$ cat config.mk
export PLATFORM = sky130hd
export DESIGN_NAME = irlc_ram
export DESIGN_NICKNAME = d
export VERILOG_FILES = /design/src/hdl/irlc_ram.sv
export SDC_FILE = /design/constraint.sdc
export NUM_CORES = 1
export LEC_CHECK = 0
export BUFFER_PORTS_ARGS = -buffer_cell sky130_fd_sc_hd__buf_4
export CORE_MARGIN = 1.5
export CORE_UTILIZATION = 63
export CTS_BUF_LIST = sky130_fd_sc_hd__clkbuf_8
export DETAILED_ROUTE_END_ITERATION = 16
export HOLD_SLACK_MARGIN = 0.15
export PLACE_DENSITY = 0.87
export REMOVE_ABC_BUFFERS = 1
export SLEW_MARGIN = 10
export SYNTH_ARGS = -nofsm -noshare
export SYNTH_HDL_FRONTEND = slang
export SYNTH_SLANG_ARGS = --single-unit
$ cat constraint.sdc
create_clock -name clk -period 2 [get_ports clk]
set_input_delay 0.4 -clock clk [delete_from_list [all_inputs] [get_ports clk]]
set_output_delay 0.4 -clock clk [all_outputs]
set_load 0.01 [all_outputs]
$ cat src/hdl/irlc_ram.sv
// Generic simple dual-port RAM with registered read.
module irlc_ram #(
  parameter int WIDTH = 8,
  parameter int DEPTH = 16
) (
  input  logic                     clk,
  input  logic                     we,
  input  logic [$clog2(DEPTH)-1:0] waddr,
  input  logic [WIDTH-1:0]         wdata,
  input  logic [$clog2(DEPTH)-1:0] raddr,
  output logic [WIDTH-1:0]         rdata
);
  logic [WIDTH-1:0] mem [DEPTH];

  always_ff @(posedge clk) begin
    if (we) mem[waddr] <= wdata;
    rdata <= mem[raddr];
  end
endmodule

# Word level (Yosys, flattened, before mapping)
# Memory sizes are Yosys's and may differ from the RTL's. A register that Yosys moved wholly into a read port is not among the register bits.
# Index checks and enable logic that the tools add are counted.
# word_totals
regBits	0
mem_bits_rw	128
in_bits	18
out_inout_bits	8
wordCells	3
mem_count	1
# op_classes
n_mux	2
# memory_table
name	words	word_bits	rd	rd_ports_with_merged_regs	wr	line_no	text
mem	16	8	1	1	1	13	logic [WIDTH-1:0] mem [DEPTH];
# ops
operator	n
1-bit two-way mux	2

# Depth between registers and ports, before layout
# depth
depth_word	2
depth_mapped	5
mapped_depth_nobuf	3

# Least setup slack after synthesis
# Ideal clock, no wire load.
# synth_timing
path_type	input to register
start	in waddr[2]
end	mem mem[0][0], enable pin
setup_time_ns	0.383
arrival_ns	1.510
required_time_ns	1.617
slack_ns	0.107
stages	2
n_path_buf	0
cell_sequence	or3b_2 > nor3_1
# synth_rtl
item	line_no	text
from (decl)	8	input logic [$clog2(DEPTH)-1:0] waddr,
to (decl)	13	
# Straight into the memory's write port.

==> flow_metrics.tcl <==
set metrics [dict create \
    rrSetupSlack_ns 0.48 \
    grt_pass1_vias 2528 \
    rsz0062_at_grt "false" \
    ctsResizeCount 0 \
    postCtsSetupBuffers 0 \
    initial_core_util 0.659 \
    critPathCaptureType "flip-flop" \
    p_int_uw 4800 \
    dp.cells 367 \
    design_area_sq_mm 0.00599 \
    setup_viol 0 \
    grt_overflow 0 \
    crit_type "input pin to flip-flop" \
    dp_hpwl_microns 5780 \
    timing_hold_violations_final 0 \
    synthCells 229 \
    synth-seq-cells 136 \
    switching_share 0.197 \
    min_path_cells 1 \
    dpl-instance-area_sq_mm 0.00555 \
    antenna_found_initial 0 \
    p_comb_frac 0.053 \
    ys_warn_count 0 \
    synth_area_sq_mm 0.00515 \
    gp_congestion 0.768 \
    regArea_sq_mm 0.00400 \
    viasPerCell 6.18 \
    clock_power_share 0.412 \
    grt_pass1_wl_microns 14300 \
    status "complete, no violations" \
    numCtsBuffers 17 \
    reg2reg_from "mem[11][0]" \
    drt-total-wl_microns 9470 \
    drv_slew 0 \
    clk_pin_slew_ns 0.07 \
    rows 32 \
    startpoint "raddr[0]" \
    p_leak_uw 0.00206 \
    finalNonFillerCells 399 \
    synthToLayoutAreaGrowth_pct 16.4 \
    grt_max_degree 33 \
    core_area_sq_mm 0.00781 \
    dieHeight_microns 93.4 \
    vias 2464 \
    tritoncts "done" \
    synth_area_leader_cell "edfxtp_1" \
    fin_nets 302 \
    worstPathRequired_ns 2.28 \
    final_common_cell "edfxtp_1" \
    holdCritPathClass "input pin to flip-flop" \
    cap_violations 0 \
    drtIter0Drc 185 \
    power_uw 5980 \
    critical_path.max_fanout 16 \
    die-width_microns 93.4 \
    power_frac_seq 0.536 \
    netSwitchingPower_uw 1180 \
    arrival_ns 1.83 \
    htreeDepth 4 \
    postRouteAntennaNets 0 \
    r2r-end "rdata[0]" \
    drive_gt1_frac 0.313 \
    portBuffers 25 \
    fillers 410 \
    cts_sinks 136 \
    die_area_sq_mm 0.00872 \
    layout.cells.most_common_list "edfxtp_1 (128), buf_4 (45), mux4_2 (18)" \
    start_kind "input pin" \
    syn_area_per_cell_sq_um 22.5 \
    period_minus_slack_ns 1.55 \
    multiInputGateArea_sq_mm 0.00106 \
    skew_ns 0.0119 \
    firstDrtPassIters 4 \
    drc 0 \
    slew_headroom 0.704 \
    synth_top_area_share 0.747 \
    gr-usage-all-layers 0.246 \
    n_antenna_cell 0 \
    clk_latency_ns 0.43 \
    tns_ns 0 \
    wl_met3_microns 543 \
    crit_end "rdata[0]" \
    wl_met2_microns 4700 \
    ys_top_cells_by_area "edfxtp_1 (75%), mux4_2 (7.9%), mux4_1 (7.1%)" \
    power_density_mw_per_mm2 998 \
    synth.distinct_cells 19 \
    cts_root_buffer "clkbuf_8" \
    wire_per_inst_microns 23.7 \
    peakVddDrop_v 0.000662 \
    rr_worst_depth 3 \
    tightest_slew_ns 0.444 \
    cts_buffer_depth 2 \
    cts_hold_buf 0 \
    max_freq_mhz 646 \
    wl_met1_microns 4060 \
    io-pin-count 26 \
    yosysSeqAreaShare 0.778 \
    highest_layer "met4" \
    period_share 0.774 \
]
-- kinds of logic (layout without fill, tap and decap cells) --
logic type,after synthesis,after routing,share of synthesized area
flip-flops,136,136,0.778
AO/OA/AOI/OAI,16,16,0.0233
buffers and inverters,10,78,0.0168
AND/OR/NAND/NOR,35,35,0.0318
multiplexers,32,32,0.150
-- critical path, stage by stage --
cell     delay, ns
buf_4         0.19
buf_12        0.20
mux4_2        0.51
a22oi_1       0.37
nand2_1       0.14
-- sequential cells by signal, indices dropped and copies added (netlist names) --
| signal | count |
|---|---|
| rdata | 8 |
| mem | 128 |
-- per-stage QoR --
stage	hold WS [ns]	worst slack (ns)	utilization
final	0.271	0.452	0.767
after CTS	0.260	0.489	0.767
after global placement	0.645	0.186	0.710
after floorplan	0.499	0.107	-
after detailed placement	0.652	0.0941	0.710
after global routing	0.265	0.434	0.767
-- cells in the mapped netlist (all sizes together) --
cell	number
dfxtp	8
nor3	4
nand3b	2
and2b	1
buf	7
nor2b	1
mux4	32
edfxtp	128
a22oi	16
nand3	1
nor2	13
nand2b	2
nand2	9
or3b	1
clkdlybuf4s25	3
and2	1
-- power by group through the flow --
stage	logic [uW]	registers, uW	clock network, uW
after floorplan	128	3270	0
after global placement	305	3260	0
after detailed placement	317	3270	0
after CTS	318	3210	2480
after global routing	341	3210	2610
final	315	3200	2460
-- layer usage --
layer	GRT usage	up-vias
met1	0.338	1276
li1	-	1081
met3	0.0789	14
met5	0	-
met2	0.373	93
met4	0.0972	0
-- how the worst min path moves through the flow --
stage | start | end | slack, ns
6_report | wdata[7] | mem[5][7] | 0.27
5_1_grt | wdata[7] | mem[8][7] | 0.27
4_1_cts | wdata[7] | mem[5][7] | 0.26
3_5_place_dp | mem[14][7] | rdata[7] | 0.65
3_3_place_gp | mem[4][2] | rdata[2] | 0.65
2_1_floorplan | wdata[0] | mem[0][0] | 0.50
-- cell type report --
class,count,area share
Tap cell,102,0.0213
Clock inverter,15,0.0353
Clock buffer,17,0.0390
Multi-Input combinational cell,83,0.176
Timing Repair Buffer,46,0.0597
Sequential cell,136,0.668
No activity file was read; power rests on OpenSTA's default activity.
